===== config.mk =====
export PLATFORM = sky130hd
export DESIGN_NAME = shader_source_chunk_classifier
export DESIGN_NICKNAME = d
export VERILOG_FILES = /design/src/design/sscc_pkg.sv /design/src/design/sscc_front.sv /design/src/design/sscc_queue.sv /design/src/design/sscc_back.sv /design/src/design/shader_source_chunk_classifier.sv
export SDC_FILE = /design/constraint.sdc
export NUM_CORES = 1
export LEC_CHECK = 0
export ABC_AREA = 1
export BUFFER_PORTS_ARGS = -buffer_cell sky130_fd_sc_hd__buf_4
export CAP_MARGIN = 15
export CORE_MARGIN = 10
export CORE_UTILIZATION = 50
export DETAILED_ROUTE_END_ITERATION = 6
export HOLD_SLACK_MARGIN = 0.1
export PLACE_DENSITY = 0.75
export SYNTH_ARGS = -nofsm -noshare
export SYNTH_HDL_FRONTEND = slang
export SYNTH_SLANG_ARGS = --single-unit

===== constraint.sdc =====
create_clock -name clock -period 3.25 [get_ports clock]
set_input_delay 0.1625 -clock clock [delete_from_list [all_inputs] [get_ports clock]]
set_output_delay 0.1625 -clock clock [all_outputs]
set_load 0.1 [all_outputs]

===== src/design/sscc_pkg.sv =====
package sscc_pkg;

   // Input transaction: one source byte and the end-of-text mark.
   typedef struct packed {
      logic [7:0] char_code;
      logic       last_char;
   } req_type;

   // Result transaction: one labeled byte.
   typedef struct packed {
      logic [7:0] char_out;
      logic       in_chunk_text;
      logic [1:0] chunk_kind;
      logic       token_char;
      logic       token_end;
      logic       chunk_end;
      logic       text_end;
      logic       chunk_dropped;
   } rsp_type;

   // Byte classes that the chunk logic looks at.
   typedef struct packed {
      logic is_space;
      logic is_newline;
      logic is_slash;
      logic is_star;
      logic is_hash;
      logic is_lbrace;
      logic is_rbrace;
      logic is_semi;
   } char_class_type;

   // One queued byte after classification.
   typedef struct packed {
      logic [7:0]     code;
      logic           last;
      char_class_type cls;
   } queue_entry_type;

   // Queue between the front and the back.
   localparam int QUEUE_ADDR_BITS = 2;
   localparam int QUEUE_DEPTH     = 1 << QUEUE_ADDR_BITS;

   // Chunk kinds.
   localparam logic [1:0] KIND_DIRECTIVE = 2'd0;
   localparam logic [1:0] KIND_COMMENT   = 2'd1;
   localparam logic [1:0] KIND_STATEMENT = 2'd2;
   localparam logic [1:0] KIND_FUNCTION  = 2'd3;

   // Characters of interest.
   localparam logic [7:0] CHAR_TAB     = 8'd9;
   localparam logic [7:0] CHAR_CR      = 8'd13;
   localparam logic [7:0] CHAR_NEWLINE = 8'd10;
   localparam logic [7:0] CHAR_SPACE   = 8'd32;
   localparam logic [7:0] CHAR_SLASH   = 8'h2F;
   localparam logic [7:0] CHAR_STAR    = 8'h2A;
   localparam logic [7:0] CHAR_HASH    = 8'h23;
   localparam logic [7:0] CHAR_LBRACE  = 8'h7B;
   localparam logic [7:0] CHAR_RBRACE  = 8'h7D;
   localparam logic [7:0] CHAR_SEMI    = 8'h3B;

   // Keywords that keep a statement from becoming a function.
   localparam int KW_COUNT   = 4;
   localparam int KW_STRUCT  = 0;
   localparam int KW_IN      = 1;
   localparam int KW_OUT     = 2;
   localparam int KW_LAYOUT  = 3;
   localparam int KW_SLOTS   = 8;

   // Keyword spelling, zero padded: struct, in, out, layout.
   localparam logic [7:0] KW_TEXT [KW_COUNT][KW_SLOTS] = '{
      '{8'h73, 8'h74, 8'h72, 8'h75, 8'h63, 8'h74, 8'h00, 8'h00},
      '{8'h69, 8'h6E, 8'h00, 8'h00, 8'h00, 8'h00, 8'h00, 8'h00},
      '{8'h6F, 8'h75, 8'h74, 8'h00, 8'h00, 8'h00, 8'h00, 8'h00},
      '{8'h6C, 8'h61, 8'h79, 8'h6F, 8'h75, 8'h74, 8'h00, 8'h00}
   };
   localparam logic [2:0] KW_LEN [KW_COUNT] = '{3'd6, 3'd2, 3'd3, 3'd6};

   // Only the layout keyword also matches as a prefix of a longer token.
   localparam logic [KW_COUNT-1:0] KW_PREFIX = 4'b1 << KW_LAYOUT;

   // Sorts one byte into the classes above.
   function automatic char_class_type classify(input logic [7:0] code);
      char_class_type cls;
      cls.is_space   = (code == CHAR_SPACE) || ((code >= CHAR_TAB) && (code <= CHAR_CR));
      cls.is_newline = (code == CHAR_NEWLINE);
      cls.is_slash   = (code == CHAR_SLASH);
      cls.is_star    = (code == CHAR_STAR);
      cls.is_hash    = (code == CHAR_HASH);
      cls.is_lbrace  = (code == CHAR_LBRACE);
      cls.is_rbrace  = (code == CHAR_RBRACE);
      cls.is_semi    = (code == CHAR_SEMI);
      return cls;
   endfunction

endpackage


===== src/design/sscc_front.sv =====
module sscc_front import sscc_pkg::*; (
   input  logic            req_valid,
   output logic            req_stall,
   input  req_type         req_data,
   input  logic            queue_full,
   output logic            push,
   output queue_entry_type push_entry
);

   // The input side waits only while the queue has no free slot.
   assign req_stall = queue_full;
   assign push      = req_valid && !queue_full;

   // Classify the byte on its way into the queue.
   always_comb begin
      push_entry.code = req_data.char_code;
      push_entry.last = req_data.last_char;
      push_entry.cls  = classify(req_data.char_code);
   end

endmodule


===== src/design/sscc_queue.sv =====
module sscc_queue import sscc_pkg::*; (
   input  logic            clock,
   input  logic            reset,
   input  logic            push,
   input  queue_entry_type push_entry,
   output logic            full,
   input  logic            pop,
   output logic            head_valid,
   output queue_entry_type head_entry
);

   queue_entry_type                slot_ff [QUEUE_DEPTH];
   logic [QUEUE_ADDR_BITS-1:0]     wr_ptr_ff, wr_ptr_in;
   logic [QUEUE_ADDR_BITS-1:0]     rd_ptr_ff, rd_ptr_in;
   logic [QUEUE_ADDR_BITS:0]       count_ff, count_in;

   assign full       = (count_ff == (QUEUE_ADDR_BITS+1)'(QUEUE_DEPTH));
   assign head_valid = (count_ff != '0);
   assign head_entry = slot_ff[rd_ptr_ff];

   // Pointer and fill count update.
   always_comb begin
      wr_ptr_in = push ? wr_ptr_ff + 1'b1 : wr_ptr_ff;
      rd_ptr_in = pop  ? rd_ptr_ff + 1'b1 : rd_ptr_ff;
      count_in  = count_ff;
      if (push && !pop) begin
         count_in = count_ff + 1'b1;
      end else if (pop && !push) begin
         count_in = count_ff - 1'b1;
      end
   end

   always_ff @(posedge clock) begin
      if (reset) begin
         wr_ptr_ff <= '0;
         rd_ptr_ff <= '0;
         count_ff  <= '0;
      end else begin
         wr_ptr_ff <= wr_ptr_in;
         rd_ptr_ff <= rd_ptr_in;
         count_ff  <= count_in;
      end
   end

   // Entry storage.
   always_ff @(posedge clock) begin
      if (push) begin
         slot_ff[wr_ptr_ff] <= push_entry;
      end
   end

endmodule


===== src/design/sscc_back.sv =====
module sscc_back import sscc_pkg::*; #(
   parameter int DEPTH_BITS = 16
) (
   input  logic            clock,
   input  logic            reset,
   input  logic            head_valid,
   input  queue_entry_type head_entry,
   output logic            pop,
   output logic            rsp_valid,
   input  logic            rsp_stall,
   output rsp_type         rsp_data
);

   typedef enum logic [1:0] {PH_MAIN, PH_CLOSE, PH_TAIL, PH_NL} phase_type;

   localparam logic signed [DEPTH_BITS-1:0] DEPTH_ONE = DEPTH_BITS'(1);
   localparam logic signed [DEPTH_BITS-1:0] DEPTH_MAX = {1'b0, {(DEPTH_BITS-1){1'b1}}};
   localparam logic signed [DEPTH_BITS-1:0] DEPTH_MIN = {1'b1, {(DEPTH_BITS-1){1'b0}}};

   phase_type                     phase_ff, phase_in;
   logic [7:0]                    held_code_ff, held_code_in;
   char_class_type                held_cls_ff, held_cls_in;
   logic                          held_valid_ff, held_valid_in;
   logic                          open_ff, open_in;
   logic [1:0]                    kind_ff, kind_in;
   logic                          block_ff, block_in;
   logic signed [DEPTH_BITS-1:0]  depth_ff, depth_in;
   logic                          tok_ne_ff, tok_ne_in;
   logic                          ft_done_ff, ft_done_in;
   logic [2:0]                    ft_len_ff, ft_len_in;
   logic [KW_COUNT-1:0]           kw_flags_ff, kw_flags_in;
   logic                          rsp_valid_ff, rsp_valid_in;
   rsp_type                       rsp_data_ff, rsp_data_in;

   logic                          advance;
   logic                          do_work;
   logic                          run;
   logic                          emit;
   logic                          close_start;
   logic [7:0]                    cur_code;
   char_class_type                cur_cls;
   logic                          nx_slash;
   logic                          nx_star;
   logic [KW_COUNT-1:0]           kw_keep;
   logic [KW_COUNT-1:0]           kw_long;
   logic                          exempt;
   logic [2:0]                    ft_len_next;
   rsp_type                       res;

   assign rsp_valid = rsp_valid_ff;
   assign rsp_data  = rsp_data_ff;

   // The result register moves when it is empty or being taken.
   assign advance = !rsp_valid_ff || !rsp_stall;
   assign do_work = head_valid && advance;
   assign run     = do_work && ((phase_ff != PH_MAIN) || held_valid_ff);

   // Pick the byte under work and what follows it.
   always_comb begin
      unique case (phase_ff)
         PH_MAIN, PH_TAIL: begin
            cur_code = held_code_ff;
            cur_cls  = held_cls_ff;
         end
         PH_CLOSE: begin
            cur_code = head_entry.code;
            cur_cls  = head_entry.cls;
         end
         PH_NL: begin
            cur_code = CHAR_NEWLINE;
            cur_cls  = classify(CHAR_NEWLINE);
         end
         default: begin
            cur_code = held_code_ff;
            cur_cls  = held_cls_ff;
         end
      endcase
      nx_slash = (phase_ff == PH_MAIN) && head_entry.cls.is_slash;
      nx_star  = (phase_ff == PH_MAIN) && head_entry.cls.is_star;
   end

   // Keyword tracking of the first token, one compare per keyword.
   always_comb begin
      for (int i = 0; i < KW_COUNT; i++) begin
         kw_keep[i] = (ft_len_ff < KW_LEN[i]) ? (KW_TEXT[i][ft_len_ff] == cur_code)
                                              : KW_PREFIX[i];
         kw_long[i] = (ft_len_ff >= KW_LEN[i]);
      end
      exempt      = ft_done_ff && ((kw_flags_ff & kw_long) != '0);
      ft_len_next = (ft_len_ff == 3'd7) ? ft_len_ff : ft_len_ff + 3'd1;
   end

   // Chunk logic for one step, then the step sequence of a queued byte.
   always_comb begin
      phase_in      = phase_ff;
      held_code_in  = held_code_ff;
      held_cls_in   = held_cls_ff;
      held_valid_in = held_valid_ff;
      open_in       = open_ff;
      kind_in       = kind_ff;
      block_in      = block_ff;
      depth_in      = depth_ff;
      tok_ne_in     = tok_ne_ff;
      ft_done_in    = ft_done_ff;
      ft_len_in     = ft_len_ff;
      kw_flags_in   = kw_flags_ff;
      res           = '0;
      emit          = 1'b0;
      close_start   = 1'b0;
      pop           = 1'b0;

      if (run) begin
         emit         = 1'b1;
         res.char_out = cur_code;
         if (phase_ff == PH_CLOSE) begin
            // Closing slash of a block comment ends the chunk.
            res.in_chunk_text = 1'b1;
            res.token_char    = 1'b1;
            res.token_end     = 1'b1;
            res.chunk_end     = 1'b1;
            open_in           = 1'b0;
         end else if (!open_ff) begin
            if (!cur_cls.is_space) begin
               // A non-space byte opens a chunk; the kind comes from it and the byte after it.
               open_in  = 1'b1;
               block_in = 1'b0;
               if (cur_cls.is_slash && nx_slash) begin
                  kind_in = KIND_COMMENT;
               end else if (cur_cls.is_slash && nx_star) begin
                  kind_in  = KIND_COMMENT;
                  block_in = 1'b1;
               end else if (cur_cls.is_hash) begin
                  kind_in = KIND_DIRECTIVE;
               end else begin
                  kind_in = KIND_STATEMENT;
               end
               tok_ne_in = 1'b1;
               if (!ft_done_ff) begin
                  kw_flags_in = kw_flags_ff & kw_keep;
                  ft_len_in   = ft_len_next;
               end
               res.in_chunk_text = 1'b1;
               res.token_char    = 1'b1;
            end
         end else if (cur_cls.is_newline && ((kind_ff == KIND_DIRECTIVE) ||
                      ((kind_ff == KIND_COMMENT) && !block_ff))) begin
            // Newline ends a directive or a line comment.
            res.token_end = tok_ne_ff;
            res.chunk_end = 1'b1;
            open_in       = 1'b0;
         end else if (((kind_ff == KIND_STATEMENT) && cur_cls.is_semi &&
                       (depth_ff == '0)) ||
                      ((kind_ff == KIND_FUNCTION) && cur_cls.is_rbrace &&
                       (depth_ff == DEPTH_ONE))) begin
            // Semicolon at top level or the final closing brace.
            if (kind_ff == KIND_FUNCTION) begin
               depth_in = depth_ff - DEPTH_ONE;
            end
            res.in_chunk_text = 1'b1;
            res.token_char    = 1'b1;
            res.token_end     = 1'b1;
            res.chunk_end     = 1'b1;
            open_in           = 1'b0;
         end else if ((kind_ff == KIND_COMMENT) && block_ff && cur_cls.is_star &&
                      nx_slash) begin
            // Star of the block comment close; the slash follows next step.
            close_start = 1'b1;
            tok_ne_in   = 1'b1;
            if (!ft_done_ff) begin
               kw_flags_in = kw_flags_ff & kw_keep;
               ft_len_in   = ft_len_next;
            end
            res.in_chunk_text = 1'b1;
            res.token_char    = 1'b1;
         end else begin
            // Plain byte inside a chunk.
            if (cur_cls.is_space) begin
               tok_ne_in     = 1'b0;
               ft_done_in    = ft_done_ff || tok_ne_ff;
               res.token_end = tok_ne_ff;
            end else begin
               tok_ne_in = 1'b1;
               if (!ft_done_ff) begin
                  kw_flags_in = kw_flags_ff & kw_keep;
                  ft_len_in   = ft_len_next;
               end
            end
            if (cur_cls.is_lbrace) begin
               depth_in = (depth_ff == DEPTH_MAX) ? depth_ff : depth_ff + DEPTH_ONE;
               if ((kind_ff == KIND_STATEMENT) && !exempt) begin
                  kind_in = KIND_FUNCTION;
               end
            end else if (cur_cls.is_rbrace) begin
               depth_in = (depth_ff == DEPTH_MIN) ? depth_ff : depth_ff - DEPTH_ONE;
            end
            res.in_chunk_text = 1'b1;
            res.token_char    = !cur_cls.is_space;
         end

         // A chunk that ends clears the token tracking.
         if (open_ff && !open_in) begin
            tok_ne_in   = 1'b0;
            ft_done_in  = 1'b0;
            ft_len_in   = '0;
            kw_flags_in = '1;
            block_in    = 1'b0;
         end
         res.chunk_kind = kind_in;
      end

      // Step sequence for the byte at the queue head.
      if (do_work) begin
         unique case (phase_ff)
            PH_MAIN: begin
               if (close_start) begin
                  phase_in = PH_CLOSE;
               end else begin
                  held_code_in  = head_entry.code;
                  held_cls_in   = head_entry.cls;
                  held_valid_in = 1'b1;
                  if (head_entry.last) begin
                     phase_in = PH_TAIL;
                  end else begin
                     pop = 1'b1;
                  end
               end
            end
            PH_CLOSE: begin
               held_valid_in = 1'b0;
               if (head_entry.last) begin
                  phase_in = PH_NL;
               end else begin
                  phase_in = PH_MAIN;
                  pop      = 1'b1;
               end
            end
            PH_TAIL: begin
               held_valid_in = 1'b0;
               phase_in      = PH_NL;
            end
            PH_NL: begin
               // Appended newline ends the text; all state returns to reset.
               res.text_end      = 1'b1;
               res.chunk_dropped = open_in;
               pop               = 1'b1;
               phase_in          = PH_MAIN;
               held_code_in      = '0;
               held_valid_in     = 1'b0;
               open_in           = 1'b0;
               kind_in           = KIND_DIRECTIVE;
               block_in          = 1'b0;
               depth_in          = '0;
               tok_ne_in         = 1'b0;
               ft_done_in        = 1'b0;
               ft_len_in         = '0;
               kw_flags_in       = '1;
            end
            default: begin
               phase_in = PH_MAIN;
            end
         endcase
      end

      rsp_valid_in = advance ? emit : rsp_valid_ff;
      rsp_data_in  = (advance && emit) ? res : rsp_data_ff;
   end

   // State and result register.
   always_ff @(posedge clock) begin
      if (reset) begin
         phase_ff      <= PH_MAIN;
         held_code_ff  <= '0;
         held_valid_ff <= 1'b0;
         open_ff       <= 1'b0;
         kind_ff       <= KIND_DIRECTIVE;
         block_ff      <= 1'b0;
         depth_ff      <= '0;
         tok_ne_ff     <= 1'b0;
         ft_done_ff    <= 1'b0;
         ft_len_ff     <= '0;
         kw_flags_ff   <= '1;
         rsp_valid_ff  <= 1'b0;
      end else begin
         phase_ff      <= phase_in;
         held_code_ff  <= held_code_in;
         held_valid_ff <= held_valid_in;
         open_ff       <= open_in;
         kind_ff       <= kind_in;
         block_ff      <= block_in;
         depth_ff      <= depth_in;
         tok_ne_ff     <= tok_ne_in;
         ft_done_ff    <= ft_done_in;
         ft_len_ff     <= ft_len_in;
         kw_flags_ff   <= kw_flags_in;
         rsp_valid_ff  <= rsp_valid_in;
      end
      held_cls_ff <= held_cls_in;
      rsp_data_ff <= rsp_data_in;
   end

endmodule


===== src/design/shader_source_chunk_classifier.sv =====
// A byte is labeled once the byte after it has arrived: its result is registered as that
// next byte reaches the queue head. Throughput is one byte per cycle without output stalls;
// a block comment close adds a step for its slash, and the last byte of a text goes through
// tail and newline steps. Rate is set by the back end, at most one result per cycle.
// Reset is synchronous and clears the queue, the held byte and all chunk state at once.
module shader_source_chunk_classifier import sscc_pkg::*; #(
   parameter int DEPTH_BITS = 16
) (
   input  logic    clock,
   input  logic    reset,
   input  logic    req_valid,
   output logic    req_stall,
   input  req_type req_data,
   output logic    rsp_valid,
   input  logic    rsp_stall,
   output rsp_type rsp_data
);

   logic            queue_full;
   logic            push;
   queue_entry_type push_entry;
   logic            pop;
   logic            head_valid;
   queue_entry_type head_entry;

   // Front: accepts and classifies each transaction.
   sscc_front u_front (
      .req_valid  (req_valid),
      .req_stall  (req_stall),
      .req_data   (req_data),
      .queue_full (queue_full),
      .push       (push),
      .push_entry (push_entry)
   );

   // Short queue that lets the two halves stall independently.
   sscc_queue u_queue (
      .clock      (clock),
      .reset      (reset),
      .push       (push),
      .push_entry (push_entry),
      .full       (queue_full),
      .pop        (pop),
      .head_valid (head_valid),
      .head_entry (head_entry)
   );

   // Back: chunk and token tracking and the result register.
   sscc_back #(
      .DEPTH_BITS (DEPTH_BITS)
   ) u_back (
      .clock      (clock),
      .reset      (reset),
      .head_valid (head_valid),
      .head_entry (head_entry),
      .pop        (pop),
      .rsp_valid  (rsp_valid),
      .rsp_stall  (rsp_stall),
      .rsp_data   (rsp_data)
   );

endmodule

==> summary.md <==
| Metric | Value |
|---|---|
| Max_slew headroom | `48.23%` |
| Startpoint types | `flop` |
| Metal2 WL | `8.724 mm` |
| Setup Fix Bufs, Post-CTS | `0` |
| Fin Setup TNS | `0 ns` |
| Min-Delay Path Depth | `4` |
| Horiz. Die Dim | `146.5 um` |
| CTS resizes | `0` |
| Hold EP | `u_queue.wr_ptr_ff[0]` |
| PortBufs | `30` |
| Reg2reg end | `u_queue.count_ff[2]` |
| Unique cell type count in the Yosys netlist | `53` |
| Setup violators final | `0` |
| Core ar. | `15770 um2` |
| WL per Instance | `15.04 um` |
| Critical Path Fanout Max | `19` |
| Worst-Margin Slew | `0.7695 ns` |
| Skew final | `0.01044 ns` |
| Crit share post-route | `85.53%` |
| Final max-slew violation count | `0` |
| RD Place Congestion | `0.9389` |
| Register area share after synthesis | `47.04%` |
| Worst-Skew Late Latency | `0.43 ns` |
| Seq cells post-synth | `142` |
| Unrepaired setup endpoints after global routing | `false` |
| Final min period | `2.780 ns` |
| Num rows | `46` |
| Top cell type by total area after synthesis | `edfxtp_1` |
| Worst setup EP type | `flop` |
| Starting density of the core | `50.74%` |
| Inserted Diodes | `0` |
| Max Clk Rate | `0.3598 GHz` |
| I/O Pins | `31` |
| Global route total overflow | `0` |
| Cts bufs inserted | `17` |
| Cells after synthesis | `1001` |
| Fin nets | `1076` |
| Critical path class | `reg -> reg` |
| Data required time of the worst path | `3.57 ns` |
| CTS tree | `done` |
| DRC viols | `0` |
| Final Hold Fails | `0` |
| Via count | `6792` |
| Top cell type's share of synthesized area | `34.53%` |
| Vias per cell | `5.323` |
| Worst vdd ir | `0.6960 mV` |
| P per Cell Area | `963.2 nW/um2` |
| Met3 Wirelength | `1.308 mm` |
| Fillers | `1419` |
| Global-route wire length before repair | `31.52 mm` |
| Die height | `146.5 um` |
| Total track usage | `17.75%` |
| Die Area | `21460 um2` |
| Max Cap Viol | `0` |
| Post-Syn Nets | `1030` |
| Clk sinks | `142` |
| Wirelength, routed | `19.19 mm` |
| Root Driver | `clkbuf_16` |
| Max layer used | `met4` |
| HP Class | `in -> reg` |
| Worst reg-to-reg setup slack | `0.47 ns` |
| Clk pin slew, worst setup/hold paths | `0.07 ns` |
| Main flop type after synthesis | `edfxtp_1` |
| CTS H-Tree Depth | `4` |
| CP arrival | `3.10 ns` |
| Layout area overhead | `14.56%` |
| Synth Warn # | `0` |
| Initial antenna violation count | `0` |
| DR iter-0 viols | `594` |
| Post-route ant nets | `0` |
| Pre-antenna DRT Iters | `5` |
| Hpwl dp | `13.46 mm` |
| Netlist Area Pre-Place | `8001 um2` |
| Asr flop ratio synth | `0%` |
| Post-CTS Hold Buffers | `11` |
| Post-synth EDFFs | `92` |
| Power Total | `0.008829 W` |
| Status | `complete, no violations` |
| Met1 WL | `8.895 mm` |
| Vias in the first global route | `6310` |
| Clk buf depth | `2` |
| Worst r2r path cells | `14` |
| Share of cells above drive strength 1 | `13.87%` |
| Avg Inst Size Synth | `7.993 um2` |
| Largest net degree at the start of global routing | `24` |
| Top cells by area, synth | `edfxtp_1 (35%), dfxtp_1 (13%), nand2_1 (12%)` |
| Leakage power | `3.841 nW` |
| Hold Path Origin | `req_valid` |
==> registers in the layout, summed over array words and instances, names as in the netlist, 2 cells and up, named ones only <==
name and count:
u_queue.rd_ptr_ff 2, u_back.rsp_data 16, u_queue.slot_ff 68, u_queue.count_ff 3, u_back.held_cls_ff 8, u_back.depth_ff 16
u_back.held_code_ff 8, u_back.phase_ff 2, u_back.ft_len_ff 3, u_queue.wr_ptr_ff 2, u_back.kind_ff 2, u_back.kw_flags_ff 4
==> report_power, final <==
part / switching, W / internal, W
Sequential: 0.000266 / 0.00241
Combinational: 0.00304 / 0.00115
Clock: 0.000924 / 0.00105
==> logic make-up after synthesis <==
group / synth area share [%]
flops: 47.04
compound gates: 10.57
xor+xnor: 1.532
fa+ha+maj: 2.596
simple gates: 30.65
buf+inv: 7.615
==> metal layers <==
layer  track usage (%)  vias up
li1                  -     3431
met1             23.49     3110
met2             27.82      224
met3             4.481       27
met4             5.656        0
met5                 0        -
==> cell usage after synthesis (3+ instances only) <==
master    number
a21oi_1       57
a31oi_1        4
and2_1         4
buf_2          9
buf_4          5
buf_6          3
clkbuf_1       8
clkinv_1       3
dfxtp_1       50
edfxtp_1      92
ha_1          15
inv_1        100
inv_2         15
nand2_1      264
nand2_2       12
nand3_1       96
nand3_2        5
nand4_1       21
nor2_1        86
nor2_2         5
nor2_4         9
nor3_1        14
nor4_1         4
o21ai_0       51
o21ai_1        9
o21ai_2       10
o22ai_1        3
xor2_1        12
==> layout make-up <==
type | instances | area [um2] | share of cell area, %
flip-flops and latches | 142 | 3764 | 41.06
multi-input cells | 712 | 3633 | 39.64
inverters | 120 | 455.4 | 4.969
repair buffers | 54 | 432.9 | 4.723
clock buffers | 17 | 425.4 | 4.641
well taps | 216 | 270.3 | 2.948
clock inverters | 15 | 185.2 | 2.020
==> worst max-delay path by stage <==
stage                                endpoint  cells after the start           startpoint
after global placement    u_queue.count_ff[2]                     14                 flop
after CTS                 u_queue.count_ff[2]                     14                 flop
after floorplan           u_queue.count_ff[1]                      7  u_queue.count_ff[0]
final                     u_queue.count_ff[2]                     14                 flop
after detailed placement  u_queue.count_ff[2]                     14                 flop
after global routing      u_queue.count_ff[2]                     14                 flop
==> through the flow <==
step	worst slack (ns)	util, %	cell area [um2]	hold WS, ns	std cells
finish	0.4703	58.12	9166	0.1330	1276
global route	0.2029	58.12	9166	0.1775	1276
CTS	0.4702	58.12	9166	0.1286	1276
detailed placement	0.4776	53.55	8446	0.3906	1233
global placement	0.4947	53.55	8446	0.3910	1233
floorplan	0.3918	-	8006	0.2614	1001
==> critical path, stage by stage, from the launching register on <==
cell,delay [ns]
dfxtp_1,0.69
buf_4,0.33
nand2_1,0.07
nand3_1,0.08
nand2_1,0.09
a21oi_1,0.18
nor2_1,0.06
nand2_1,0.09
ha_1,0.14
inv_1,0.07
fa_1,0.43
a21oi_1,0.14
o21ai_0,0.11
o21ai_0,0.16
a21oi_1,0.05
==> layout by cell type (no fill, tap or decap), types with 4 or more instances in the layout <==
cell / count
o21ai_1: 9
inv_1: 100
dfxtp_1: 50
inv_8: 7
nand2_1: 264
o21ai_0: 51
buf_4: 43
nand4_1: 21
nor2_1: 86
o21ai_2: 10
nand3_1: 96
nand3_2: 5
a21oi_1: 57
nor2_4: 9
ha_1: 15
clkbuf_16: 17
nor2_2: 5
edfxtp_1: 92
clkinv_8: 4
nand2_2: 12
and2_1: 4
nor4_1: 4
xor2_1: 12
nor3_1: 13
dlygate4sd3_1: 11
a31oi_1: 4
inv_2: 15
No activity file was read; power rests on OpenSTA's default activity.
